## config.mk

```make
export PLATFORM = sky130hd
export DESIGN_NAME = cpd_candle_metrics
export DESIGN_NICKNAME = d
export VERILOG_FILES = /design/src/rtl/cpd_pkg.sv /design/src/rtl/cpd_candle_metrics.sv
export SDC_FILE = /design/constraint.sdc
export NUM_CORES = 2
export LEC_CHECK = 0
export BUFFER_PORTS_ARGS = -buffer_cell sky130_fd_sc_hd__buf_2
export CAP_MARGIN = 20
export CORE_AREA = 4 4 229 231
export DETAILED_ROUTE_END_ITERATION = 10
export DIE_AREA = 0 0 233 235
export GPL_TIMING_DRIVEN = 1
export MAX_ROUTING_LAYER = met4
export PLACE_DENSITY_LB_ADDON = 0.15
export SYNTH_ARGS = -nofsm -noshare
export SYNTH_HDL_FRONTEND = slang
export SYNTH_SLANG_ARGS = --single-unit
```

## constraint.sdc

```tcl
create_clock -name vclk -period 22.3
set_input_delay 4.46 -clock vclk [all_inputs]
set_output_delay 4.46 -clock vclk [all_outputs]
set_load 0.02 [all_outputs]
```

## src/rtl/cpd_pkg.sv

```systemverilog
// shared types and constants for the candlestick pattern detector
package cpd_pkg;

  localparam int CFG_IDX_W = 2;
  localparam int PCT_W     = 7;
  localparam int CNT_W     = 3;
  localparam int FIELD_W   = 32;
  localparam int NUM_OUT   = 8;

  localparam logic [CFG_IDX_W-1:0] REG_SHORT_WICK = 2'd0;
  localparam logic [CFG_IDX_W-1:0] REG_LONG_BODY  = 2'd1;

  localparam logic [PCT_W-1:0] SHORT_WICK_RST = 7'd30;
  localparam logic [PCT_W-1:0] LONG_BODY_RST  = 7'd33;

  localparam logic [CNT_W-1:0] COUNT_MAX = 3'd7;

  typedef struct packed {
    logic green;
    logic red;
    logic long_body;
    logic short_upper;
    logic short_lower;
  } candle_flags_t;

  typedef struct packed {
    logic black_crows;
    logic white_soldiers;
    logic star;
    logic piercing_line;
    logic engulfing;
    logic inverse_hammer;
    logic hammer;
    logic window_ready;
  } pattern_flags_t;

endpackage

```

## src/rtl/cpd_candle_metrics.sv

```systemverilog
// body, wicks and shape flags of one candle
module cpd_candle_metrics #(
  parameter int W = 32
) (
  input  logic [W-1:0]                   open_p,
  input  logic [W-1:0]                   high_p,
  input  logic [W-1:0]                   low_p,
  input  logic [W-1:0]                   close_p,
  input  logic [cpd_pkg::PCT_W-1:0]      short_pct,
  input  logic [cpd_pkg::PCT_W-1:0]      long_pct,
  output logic [W-1:0]                   body,
  output logic [W-1:0]                   lower_wick,
  output logic [W-1:0]                   upper_wick,
  output cpd_pkg::candle_flags_t         flags
);
  import cpd_pkg::*;

  localparam int PW = W + PCT_W;

  logic [W-1:0]  lo_v;
  logic [W-1:0]  hi_v;
  logic [PW-1:0] up100;
  logic [PW-1:0] lo100;
  logic [PW-1:0] body_long;
  logic [PW-1:0] body_short;

  // wick * 100 as shifts and adds
  function automatic logic [PW-1:0] times100(input logic [W-1:0] v);
    logic [PW-1:0] x;
    x = PW'(v);
    return (x << 6) + (x << 5) + (x << 2);
  endfunction

  always_comb begin
    lo_v = (close_p < open_p) ? close_p : open_p;
    hi_v = (close_p < open_p) ? open_p : close_p;
    body       = (close_p > open_p) ? close_p - open_p : open_p - close_p;
    lower_wick = (low_p > lo_v) ? low_p - lo_v : lo_v - low_p;
    upper_wick = (high_p > hi_v) ? high_p - hi_v : hi_v - high_p;
    up100      = times100(upper_wick);
    lo100      = times100(lower_wick);
    body_long  = PW'(body) * PW'(long_pct);
    body_short = PW'(body) * PW'(short_pct);
    flags.green       = close_p > open_p;
    flags.red         = close_p < open_p;
    flags.long_body   = (lo100 < body_long) && (up100 < body_long);
    flags.short_upper = up100 < body_short;
    flags.short_lower = lo100 < body_short;
  end

endmodule

```

# Word-level counts from Yosys, hierarchy flattened
# Cells that the tools add are included.
dict set report classes {
  n_addsub 10
  mul 2
  magnitude_cmp 8
  n_reduce_logical 1
  muxes 5
}
# cell n
set ops {}
lappend ops {{$sub 32x32->32} 6}
lappend ops {{$mux 32} 5}
lappend ops {{$lt 39x39->1} 4}
lappend ops {{$gt 32x32->1} 3}
lappend ops {{$add 38x37->39} 2}
lappend ops {{$add 39x34->39} 2}
lappend ops {{$mul 32x7->39} 2}
lappend ops {{$lt 32x32->1} 1}
lappend ops {{$logic_and 1x1->1} 1}
dict set report totals {
  register_bits 0
  out_inout_bits 101
  input_bits 142
  elab_cells 26
}

# Depth between registers and ports, before layout
dict set report logic_depth {
  depth_word 8
  ltp_mapped 52
  depth_no_buf 47
}

# Worst setup path before layout
# OpenSTA, ideal clock, no wires.
dict set report synth_path {
  path_type {input port to output port}
  from {input open_p[19]}
  to {output flags[1] (netlist bit)}
  cell_stages 48
  arrival_ps 13832
  required_time_ps 17840
  setup_slack_ps 4008
  cell_sequence {inv_1 -> ha_1 -> buf_2 -> nand4_4 -> nor4_4 -> o211ai_2 -> and2_4 -> a21oi_4 -> clkbuf_1 -> buf_2 -> buf_1 -> a21o_1 -> ha_1 -> buf_6 -> a21o_1 -> or3_1 -> o211ai_2 -> o211ai_2 -> [... 12 more ...] -> o21a_1 -> o31ai_1 -> a31oi_1 -> a221oi_1 -> a21oi_1 -> a21o_1 -> a21o_1 -> a221oi_1 -> ha_1 -> a21o_1 -> a21o_1 -> a21oi_1 -> nor2b_1 -> o21ai_0 -> nand2b_1 -> a21oi_1 -> nor2b_1 -> a211oi_1}
}
# element line
set synth_rtl {}
lappend synth_rtl {{start, declared} cpd_candle_metrics.sv:5} ;# input logic [W-1:0] open_p,
lappend synth_rtl {{end, declared} cpd_candle_metrics.sv:14} ;# output cpd_pkg::candle_flags_t flags

==> results.cfg <==
[outcome]
outcome = complete, no violations

[global_routing]
grt.total_usage = 0.371
global_route_wire_length_before_repair_mm = 160
grt_max_degree = 43
global_route.overflow_total = 0
via_count_of_the_first_global_routing_pass = 30000
antenna_found_initial = 4

[sta]
finalSetupTns_ns = 0
fmaxAchievable_ghz = 0.0475
finalCritPeriodShare = 0.944
finalSetupViolations = 0
finalHoldViolations = 0
post-route-worst-setup-slack_ns = 1.24
worst_slew_pin_slew_ns = 1.16
finalWorstPathRequiredPeriod_ns = 21.06
rsz0062_at_grt = no
maxSlewHeadroom = 0.227
report.final.slew_viol_count = 0

[floorplanning]
core-area_mm2 = 0.0501
dieArea_mm2 = 0.0548
initial_utilization = 0.646
chip_height_um = 235
die_width_um = 233
cell_rows = 82
pin_count = 243

[final_layout]
sequential_cell_total = 0
fillers = 4518
n_clock_buffer = 0
final_layout_size_suffix_gt1_frac = 0.0831
nNetsFinal = 5375
sequential_cell_area_um2 = 0
area_growth_pct = 4.54

[logic_synthesis]
yosys.area.top_type = fa_1
number_of_different_library_cells_in_the_post_synthesis_netlist = 93
synth.top_cell.area_share = 0.216
top_cells_by_count_synth = inv_1 (617), ha_1 (536), nand2_1 (516), fa_1 (349), a21oi_1 (327)
synth.most_common_cell = inv_1
postSynthAreaPerCell_um2 = 7.62
synth.cell_area_mm2 = 0.0324
post_synth_main_area_contributors = fa_1 (22%), ha_1 (21%), inv_1 (7.2%), a21o_1 (6.5%), nand2_1 (6.0%)
sequential_cell_area_fraction_in_the_yosys_report = 0
synth_nets = 5275
synth_warnings = 0
synthesis.instances = 4248

[drt]
drc = 0
detail_route.iter0.violations = 2375
routed_wire_length_per_instance_um = 20.2
avg_vias_per_cell = 6.12
detail_route.wirelength_mm = 102
drt_pre_antenna_iters = 6
vias = 30700
antenna_left = 0

[clocking]
ctsHoldBuffers = 0
postCtsResizedCells = 0
post-cts-setup-buffers = 0

[worst_setup_path]
worst_ep_required_time_ns = 17.84
setup.worst_path.end_class = output port
crit_path_top_delay_cell = a21oi_4
slowest_delay_ns = 0.88
worst-endpoint-arrival_ns = 16.60
startpoint = open_p[11]
path_max_fanout = 35
timing.critical_path.from_type = input pin
cp-endpoint = flags[2]
worstSetupPathType = input pin to output port

[placement]
dp_hpwl_mm = 87.3
io_buffers = 243
place.gp.congestion = 1.07
dp_slack_ns = 1.53

[worst_hold_path]
timing.hold.worst_path_depth = 5
min-delay-path-class = input pin to output port

[flow_run]
max_cap_viol_count = 0
==> kinds of logic after synthesis <==
| group | synth area share |
|---|---|
| adder cells (fa/ha/maj) | 0.423 |
| multiplexers | 0.0149 |
| XOR/XNOR | 0.0700 |
| buffers and inverters | 0.0991 |
| AO/OA/AOI/OAI | 0.221 |
| AND/OR/NAND/NOR | 0.171 |
==> layer usage <==
metal	vias to the layer above	wire length [um]	track usage	part of all wire
li1	14500	-	-	-
met1	14900	43000	0.493	0.42
met2	1221	47100	0.596	0.46
met3	148	8210	0.0506	0.081
met4	0	3340	0.0996	0.033
met5	-	0	-	0
==> final cells by class <==
type / count / area (um2) / area share
diodes: 2 / 5.00 / 0.000148
well taps: 672 / 841 / 0.0249
multi-input cells: 3447 / 29200 / 0.862
repair buffers: 280 / 1510 / 0.0445
inverters: 619 / 2320 / 0.0687
==> metrics by stage <==
step / util / cells / instance area [um2] / hold WS, ns
CTS: 0.676 / 5018 / 33800 / 9.63
finish: 0.676 / 5020 / 33800 / 9.63
floorplan: - / 4248 / 32400 / 9.22
detailed placement: 0.676 / 5018 / 33800 / 9.63
global route: 0.676 / 5020 / 33800 / 9.66
global placement: 0.676 / 5018 / 33800 / 9.62
==> worst max-delay path: cells and delay by family <==
family,cells,cell delay (ns)
AOI/OAI and AO/OA,21,5.66
buffers and inverters,5,1.13
and+or+nand+nor,9,2.48
muxes,1,0.21
xor gates and xnor gates,2,0.53
adders and majority gates,5,2.09
==> worst min path at each step <==
| stage | endpoint | slack [ns] | from |
|---|---|---|---|
| final | lower_wick[1] | 9.63 | low_p[1] |
| after global routing | lower_wick[1] | 9.66 | low_p[1] |
| after CTS | upper_wick[1] | 9.63 | high_p[1] |
| after detailed placement | upper_wick[1] | 9.63 | high_p[1] |
| after global placement | upper_wick[1] | 9.62 | high_p[1] |
| after floorplan | lower_wick[0] | 9.22 | low_p[0] |
==> cell usage in the layout, fill, tap and decap left out, drive strengths merged, types with 19 or more instances in the layout <==
| master | netlist | routed |
|---|---|---|
| o211ai | 26 | 26 |
| mux2i | 36 | 36 |
| xor2 | 107 | 107 |
| o31ai | 21 | 21 |
| o21bai | 44 | 44 |
| a21o | 280 | 280 |
| and2 | 108 | 108 |
| a21oi | 329 | 329 |
| nand4 | 66 | 66 |
| nand2 | 518 | 518 |
| o21a | 34 | 34 |
| ha | 536 | 536 |
| buf | 87 | 280 |
| nor3 | 34 | 34 |
| inv | 619 | 619 |
| nor2b | 57 | 57 |
| a211oi | 35 | 35 |
| nor2 | 198 | 198 |
| o21ai | 186 | 186 |
| nand3 | 57 | 57 |
| and3 | 19 | 19 |
| fa | 349 | 349 |
| a31oi | 39 | 39 |
| xnor2 | 138 | 138 |
| nand2b | 55 | 55 |
