<file path="config.mk">
export PLATFORM = sky130hd
export DESIGN_NAME = cpd_pattern_logic
export DESIGN_NICKNAME = d
export VERILOG_FILES = /design/src/rtl/cpd_pkg.sv /design/src/rtl/cpd_pattern_logic.sv
export SDC_FILE = /design/constraint.sdc
export NUM_CORES = 1
export LEC_CHECK = 0
export BUFFER_PORTS_ARGS = -buffer_cell sky130_fd_sc_hd__buf_4
export CAP_MARGIN = 5
export CORE_AREA = 2 2 220 222
export DETAILED_ROUTE_END_ITERATION = 12
export DIE_AREA = 0 0 222 224
export PLACE_DENSITY = 0.5
export SYNTH_ARGS = -nofsm -noshare
export SYNTH_HDL_FRONTEND = slang
export SYNTH_SLANG_ARGS = --single-unit
</file>
<file path="constraint.sdc">
create_clock -name vclk -period 4.6
set_clock_uncertainty 0.1 [all_clocks]
set_input_delay 0.46 -clock vclk [all_inputs]
set_output_delay 0.46 -clock vclk [all_outputs]
set_load 0.02 [all_outputs]
</file>
<file path="src/rtl/cpd_pkg.sv">
// shared types and constants for the candlestick pattern detector
package cpd_pkg;

  localparam int CFG_IDX_W = 2;
  localparam int PCT_W     = 7;
  localparam int CNT_W     = 3;
  localparam int FIELD_W   = 32;
  localparam int NUM_OUT   = 8;

  localparam logic [CFG_IDX_W-1:0] REG_SHORT_WICK = 2'd0;
  localparam logic [CFG_IDX_W-1:0] REG_LONG_BODY  = 2'd1;

  localparam logic [PCT_W-1:0] SHORT_WICK_RST = 7'd30;
  localparam logic [PCT_W-1:0] LONG_BODY_RST  = 7'd33;

  localparam logic [CNT_W-1:0] COUNT_MAX = 3'd7;

  typedef struct packed {
    logic green;
    logic red;
    logic long_body;
    logic short_upper;
    logic short_lower;
  } candle_flags_t;

  typedef struct packed {
    logic black_crows;
    logic white_soldiers;
    logic star;
    logic piercing_line;
    logic engulfing;
    logic inverse_hammer;
    logic hammer;
    logic window_ready;
  } pattern_flags_t;

endpackage

</file>
<file path="src/rtl/cpd_pattern_logic.sv">
// pattern tests over the newest three candles
module cpd_pattern_logic #(
  parameter int W = 32
) (
  input  logic                          ready,
  input  logic [2:0][W-1:0]             open_p,
  input  logic [2:0][W-1:0]             high_p,
  input  logic [2:0][W-1:0]             low_p,
  input  logic [2:0][W-1:0]             close_p,
  input  logic [2:0][W-1:0]             body,
  input  logic [W-1:0]                  lower_wick0,
  input  logic [W-1:0]                  upper_wick0,
  input  cpd_pkg::candle_flags_t [2:0]  flags,
  output cpd_pkg::pattern_flags_t       result
);
  import cpd_pkg::*;

  logic [W:0] twice_close0;
  logic [W:0] sum_prev;

  always_comb begin
    twice_close0 = {close_p[0], 1'b0};
    sum_prev     = {1'b0, close_p[1]} + {1'b0, open_p[1]};

    result.window_ready   = ready;
    result.hammer         = ready && (body[0] < lower_wick0) && flags[0].short_upper;
    result.inverse_hammer = ready && (body[0] < upper_wick0) && flags[0].short_lower;
    result.engulfing      = ready && (body[0] > body[1]) && (high_p[0] > high_p[1]) &&
                            (low_p[0] < low_p[1]) && flags[0].green && flags[1].red;
    result.piercing_line  = ready && flags[0].long_body && flags[1].long_body &&
                            flags[0].green && flags[1].red && (twice_close0 > sum_prev);
    result.star           = ready && flags[0].green && (body[1] < body[0]) &&
                            (open_p[1] < open_p[0]) && (close_p[1] < open_p[0]) &&
                            flags[2].red && (body[2] > body[1]) &&
                            (open_p[1] < close_p[2]) && (close_p[1] < close_p[2]);
    result.white_soldiers = ready && flags[0].green && flags[1].green && flags[2].green &&
                            flags[0].long_body && flags[1].long_body && flags[2].long_body &&
                            (open_p[0] > open_p[1]) && (close_p[0] > close_p[1]) &&
                            (open_p[1] > open_p[2]) && (close_p[1] > close_p[2]);
    result.black_crows    = ready && flags[0].red && flags[1].red && flags[2].red &&
                            flags[0].long_body && flags[1].long_body && flags[2].long_body &&
                            (open_p[0] < open_p[1]) && (close_p[0] < close_p[1]) &&
                            (open_p[1] < open_p[2]) && (close_p[1] < close_p[2]);
  end

endmodule

</file>
# Word-level counts from Yosys, hierarchy flattened
# Index checks and enable logic that the tools add are counted.
dict set report classes {
  add_sub_neg 1
  n_lt_le_gt_ge 19
  n_reduce_logical 41
}
# cell count
set op_table {}
lappend op_table {{$lt A32 B32 Y1} 11}
lappend op_table {{$gt A32 B32 Y1} 7}
lappend op_table {{$logic_and A1 B1 Y1} 41}
lappend op_table {{$add A32 B32 Y33} 1}
lappend op_table {{$gt A33 B33 Y1} 1}
dict set report word_totals {
  regBits 0
  input_bits 560
  out_inout_bits 8
  wordCells 61
}

# Depth between registers and ports, before layout
# Gate-level depths: netlist (run 1).
dict set report depth {
  depth_word 10
  ltp_mapped 18
}

# Worst setup path after synthesis (run 1)
# No wires, ideal clock.
dict set report synth_path {
  path_type {in2out}
  startpoint {input port open_p[32] (netlist bit)}
  endpoint {output port result[4] (netlist bit)}
  arrival_time_ns 3.557
  path_slack_ns 0.483
  cell_stages 18
  cell_sequence {ha_1 > fa_1 > a21oi_1 > o211a_1 > o211ai_1 > nand3_1 > nand2_1 > o31ai_1 > nand2b_1 > xnor2_1 > ha_1 > a21o_1 > a21o_1 > a21oi_1 > nor2b_1 > o21ai_0 > a21oi_1 > o31a_1}
}
# element line_no
set synth_rtl {}
lappend synth_rtl {{start, declared} cpd_pattern_logic.sv:6} ;# input logic [2:0][W-1:0] open_p,
lappend synth_rtl {{end, declared} cpd_pattern_logic.sv:14} ;# output cpd_pkg::pattern_flags_t result

==> flow_summary.ini, run 1 <==
[floorplanning]
core_um2 = 47300
die-area_um2 = 49700
die_h_um = 224
io_pins = 568
start_util = 0.248
row_count = 80
fp.dieW_um = 222

[global_routing]
grt_max_degree = 9
antenna_found_initial = 4
grt_pass1_wl_um = 80100
grt_use_total = 0.208
grt_pass1_vias = 14300
gr-total-overflow = 0

[synthesis]
synth_seq_area_share = 0
synthesis.instances = 1593
syn-cell-area_um2 = 11700
synth.area.top_cells = ha_1, inv_1, a21o_1
yosysTopAreaCell = ha_1
synth_top_area_frac = 0.472
syn_area_per_cell_um2 = 7.36
synth_warnings = 0
syn-num-nets = 2596
ys_types = 60

[sta]
hold_slack_ns = 1.15
rsz0062_at_grt = true
final_hold_viol_count = 0
worst_pin_slew_ns = 0.804
setup_violations = 0
max_slew_margin = 0.462
finalWorstSetupSlack_ns = 0.0513
finalMaxSlewViolations = 0
period_share = 0.989
final.min_clock_period_ns = 4.55
fmax_mhz = 220

[status]
status = finished, final reports clean

[cells_and_area]
fin_util = 0.360
layout.nets = 3184
final-seq-area_um2 = 0
design.seq.count = 0
syn_to_final_growth_pct = 45.4
clockBufferCount = 0
drive_gt1_frac = 0.284

[route]
vias = 13400
first_iter_violations = 348
drcViolationCount = 0
postRouteAntennaNets = 0
wirelength_um = 53000
via_per_inst = 4.81
dr.pass1.iters = 5
avgRoutedWirePerCell_um = 18.9

[flow_run]
maxCapViolCount = 0

[setup_path]
end_kind = output pin
critical_path_class = input port to output pin
crit_path_start = open_p[48]
required_ns = 4.04
cp-start-kind = input port
worstSetupEndpoint = result[4]
arrival_ns = 3.99
cp_max_fo = 4

[place]
place_ws_ns = -0.407
portBuffers = 500
hpwl_um = 49900
routabilityCongestion = 0.905

[power_and_ir_drop]
p_leak_nw = 10.3
cellPowerDensity_nw_per_um2 = 102
irDropWorstVdd_mv = 0.0363
power_mw = 1.73

[min_path]
hold_path_depth = 2
min_from = ready
hp-class = input port to output pin
[layout by cell type (no fill, tap or decap), types with 7 or more instances in the layout]
cell type / n
o21bai_1: 7
o21ai_0: 77
xnor2_1: 16
o211ai_1: 9
a211oi_1: 14
nor4_1: 10
ha_1: 438
a21o_1: 133
xor2_1: 10
nor3_1: 18
nor2b_1: 28
o21a_1: 18
nand3_1: 17
nor2_1: 69
inv_1: 365
a31oi_1: 8
nand2b_1: 13
nand4_1: 90
a21oi_1: 121
nand2_1: 33
buf_4: 586
[critical path: stages]
cell      delay [ns]
buf_4           0.12
ha_1            0.33
a211oi_2        0.22
nor2_1          0.09
o41ai_2         0.26
a21oi_1         0.14
a211o_4         0.36
o31a_1          0.25
o21a_1          0.16
o31ai_1         0.20
ha_1            0.28
a21o_1          0.16
a21oi_1         0.14
nor2b_1         0.06
o21ai_1         0.11
a21oi_1         0.07
o31a_1          0.38
buf_6           0.17
[through the flow]
stage / std cells / area (µm²) / setup TNS, ns
6_report: 2796 / 17000 / 0
5_1_grt: 2795 / 17000 / -0.200
4_1_cts: 2793 / 17000 / -0.0698
3_5_place_dp: 2789 / 16900 / -0.407
3_3_place_gp: 2789 / 16900 / -0.383
2_1_floorplan: 1593 / 11700 / 0
[timing repair]
item	CTS	global route
buffers inserted	4	1
gates resized for setup	21	10
endpoints found under the setup margin	1	1
hold buffers	0	0
pin swaps	25	16
[where the power goes]
part           internal (mW)  switching, mW
Sequential                 0              0
Clock           0.0000000583              0
Combinational          0.895          0.836
[routing by layer]
layer	GRT usage	vias to the layer above	part of all wire
met3	0.0483	60	0.075
met1	0.224	6013	0.39
met2	0.406	475	0.51
met4	0.0482	4	0.026
li1	-	6896	-
met5	0	-	0.00043
[Yosys cell counts, types with 7 or more instances]
| cell | number |
|---|---|
| o211ai_1 | 9 |
| a211o_1 | 7 |
| inv_1 | 365 |
| a31oi_1 | 8 |
| ha_1 | 442 |
| nand2b_1 | 13 |
| nand2_1 | 34 |
| nor3_1 | 20 |
| nor2_1 | 69 |
| nor2b_1 | 28 |
| a211oi_1 | 15 |
| nand4_1 | 90 |
| xor2_1 | 10 |
| nand3_1 | 17 |
| a21oi_1 | 126 |
| o21bai_1 | 7 |
| o21a_1 | 18 |
| a21o_1 | 133 |
| o21ai_0 | 83 |
| xnor2_1 | 16 |
| nor4_1 | 10 |
[area by class of cell]
| cell class | count | area [µm²] |
|---|---|---|
| multi-input combinational | 1225 | 10500 |
| inverter | 365 | 1370 |
| timing repair buffer | 589 | 4440 |
| fill | 5064 | 30300 |
| antenna | 2 | 5.00 |
| tap | 615 | 769 |
[logic make-up after synthesis]
group,count (synthesis),share of synthesized area
xor+xnor,26,0.0194
compound gates,446,0.246
mux,1,0.000854
fa+ha+maj,443,0.473
simple gates,309,0.142
buf+inv,368,0.119
[worst min path at each step]
stage	slack, ns	endpoint
finish	1.15	result[0]
detailed placement	1.16	result[0]
global placement	1.16	result[0]
global route	1.16	result[0]
CTS	1.16	result[0]
floorplan	0.93	result[0]
(Power assumes the default switching activity.)
==> run 2, diff against run 1 <==
clock period = 5.6 ns   (was 4.6 ns; I/O delays follow)
==> flow_summary.ini, run 2 (synthesis gave the netlist of run 1 again) <==
[power_and_ir_drop]
p_sw_mw = 0.655
cellPowerDensity_nw_per_um2 = 80.6
irDropWorstVdd_mv = 0.0273
p_sw_frac = 0.500
p_leak_nw = 9.87
power_frac_seq = 0
p_int_mw = 0.656
clkPwrFrac = 0
power_frac_comb = 1.000

[global_routing]
grt_max_degree = 9
antenna_found_initial = 6
gr-total-overflow = 0
grt_use_total = 0.201
grt_pass1_vias = 13700
grt_pass1_wl_um = 77300

[setup_path]
arrival_ns = 4.59
critPathMaxStageDelay_ns = 0.41
crit_path_start = open_p[32]
worstSetupEndpoint = result[4]
path_cells = buf_4 -> ha_1 -> fa_1 -> a21oi_1 -> o211a_1 -> o211ai_1 -> nand2_1 -> o21bai_1 -> a21o_1 -> a21oi_1 -> xor2_1 -> ha_1 -> a21o_1 -> a21o_1 -> a21oi_1 -> o21ai_0 -> a21oi_1 -> nor3_1 -> o31a_1 -> buf_4
critical_path_class = input port to output pin
end_kind = output pin
worst_path_max_delay_cell = fa_1
required_ns = 4.94
cp-start-kind = input port
crit_top_cell = a21oi_1
cp_max_fo = 4

[floorplanning]
die-area_um2 = 49700
io_pins = 568
row_count = 80
die_h_um = 224
core_um2 = 47300
start_util = 0.248
fp.dieW_um = 222

[route]
wirelength_um = 51600
first_iter_violations = 354
drcViolationCount = 0
top_layer = met5
via_per_inst = 4.82
postRouteAntennaNets = 0
avgRoutedWirePerCell_um = 19.0
wl_met2_um = 26100
vias = 13100
dr_wl_met3_um = 3960
drt-met1-wl_um = 20200
dr.pass1.iters = 5

[place]
hpwl_um = 48600
portBuffers = 500
routabilityCongestion = 0.923
placed_cells = 2709

[sta]
final_hold_viol_count = 0
max_slew_margin = 0.363
tns_ns = 0
rsz0062_at_grt = false
fmax_mhz = 190
finalMaxSlewViolations = 0
worst_pin_slew_ns = 0.947
final.min_clock_period_ns = 5.25
setup_violations = 0
period_share = 0.938

[cells_and_area]
drive_gt1_frac = 0.246
multi_input_area_um2 = 10300
final-seq-area_um2 = 0
fillers = 5142
instances_no_fill = 2714
design.seq.count = 0
layout.nets = 3099
layout_commonest_cell = buf_4
mostFrequentLayoutCells = buf_4, ha_1, inv_1
clockBufferCount = 0
syn_to_final_growth_pct = 38.7

[clocking]
cts_resized = 0
post_cts_buffers = 0
holdBufCountCts = 0

[status]
status = finished, final reports clean

[min_path]
hp-class = input port to output pin

[flow_run]
maxCapViolCount = 0
-- run 2: cell count changes in the layout (fill, tap and decap cells not counted), sizes merged --
| cell | delta |
|---|---|
| buf | -85 |
| diode | +3 |
-- run 2: metal layers --
metal / vias to the layer above / track usage
li1: 6720 / -
met1: 5840 / 0.222
met2: 463 / 0.385
met3: 45 / 0.0467
met4: 2 / 0.0508
met5: - / 0
-- run 2: critical path, delay by kind of cell --
family,cells,cell delay [ns]
and+or+nand+nor,2,0.26
adders and majority gates,3,0.91
xor gates and xnor gates,1,0.18
AOI/OAI and AO/OA,12,2.36
buffers and inverters,2,0.32
-- run 2: worst min path at each step --
stage          slack, ns   from        end  depth (start not counted)
6_report            1.35  ready  result[0]                          2
3_5_place_dp        1.37  ready  result[0]                          2
3_3_place_gp        1.36  ready  result[0]                          2
5_1_grt             1.36  ready  result[0]                          2
4_1_cts             1.37  ready  result[0]                          2
2_1_floorplan       1.13  ready  result[0]                          1
-- run 2: final cells by class --
type	instances	share of cell area
inverters	365	0.0842
multi-input cells	1225	0.635
repair buffers	504	0.233
diodes	5	0.000769
well taps	615	0.0473
-- run 2: power groups by stage --
stage                     logic, mW  registers, mW  clock network (mW)
after global routing           1.49              0        0.0000000959
after floorplan               0.729              0                   0
after detailed placement       1.32              0                   0
after CTS                      1.33              0                   0
final                          1.31              0         0.000000120
after global placement         1.29              0                   0
-- run 2: metrics by stage --
step | power [mW] | util | hold WS (ns) | worst slack, ns | cell area (µm²)
after floorplan | 0.729 | - | 1.13 | 1.28 | 11700
after detailed placement | 1.32 | 0.343 | 1.37 | 0.348 | 16300
after global placement | 1.29 | 0.343 | 1.36 | 0.334 | 16300
after CTS | 1.33 | 0.343 | 1.37 | 0.326 | 16300
after global routing | 1.49 | 0.344 | 1.36 | 0.0740 | 16300
final | 1.31 | 0.344 | 1.35 | 0.347 | 16300
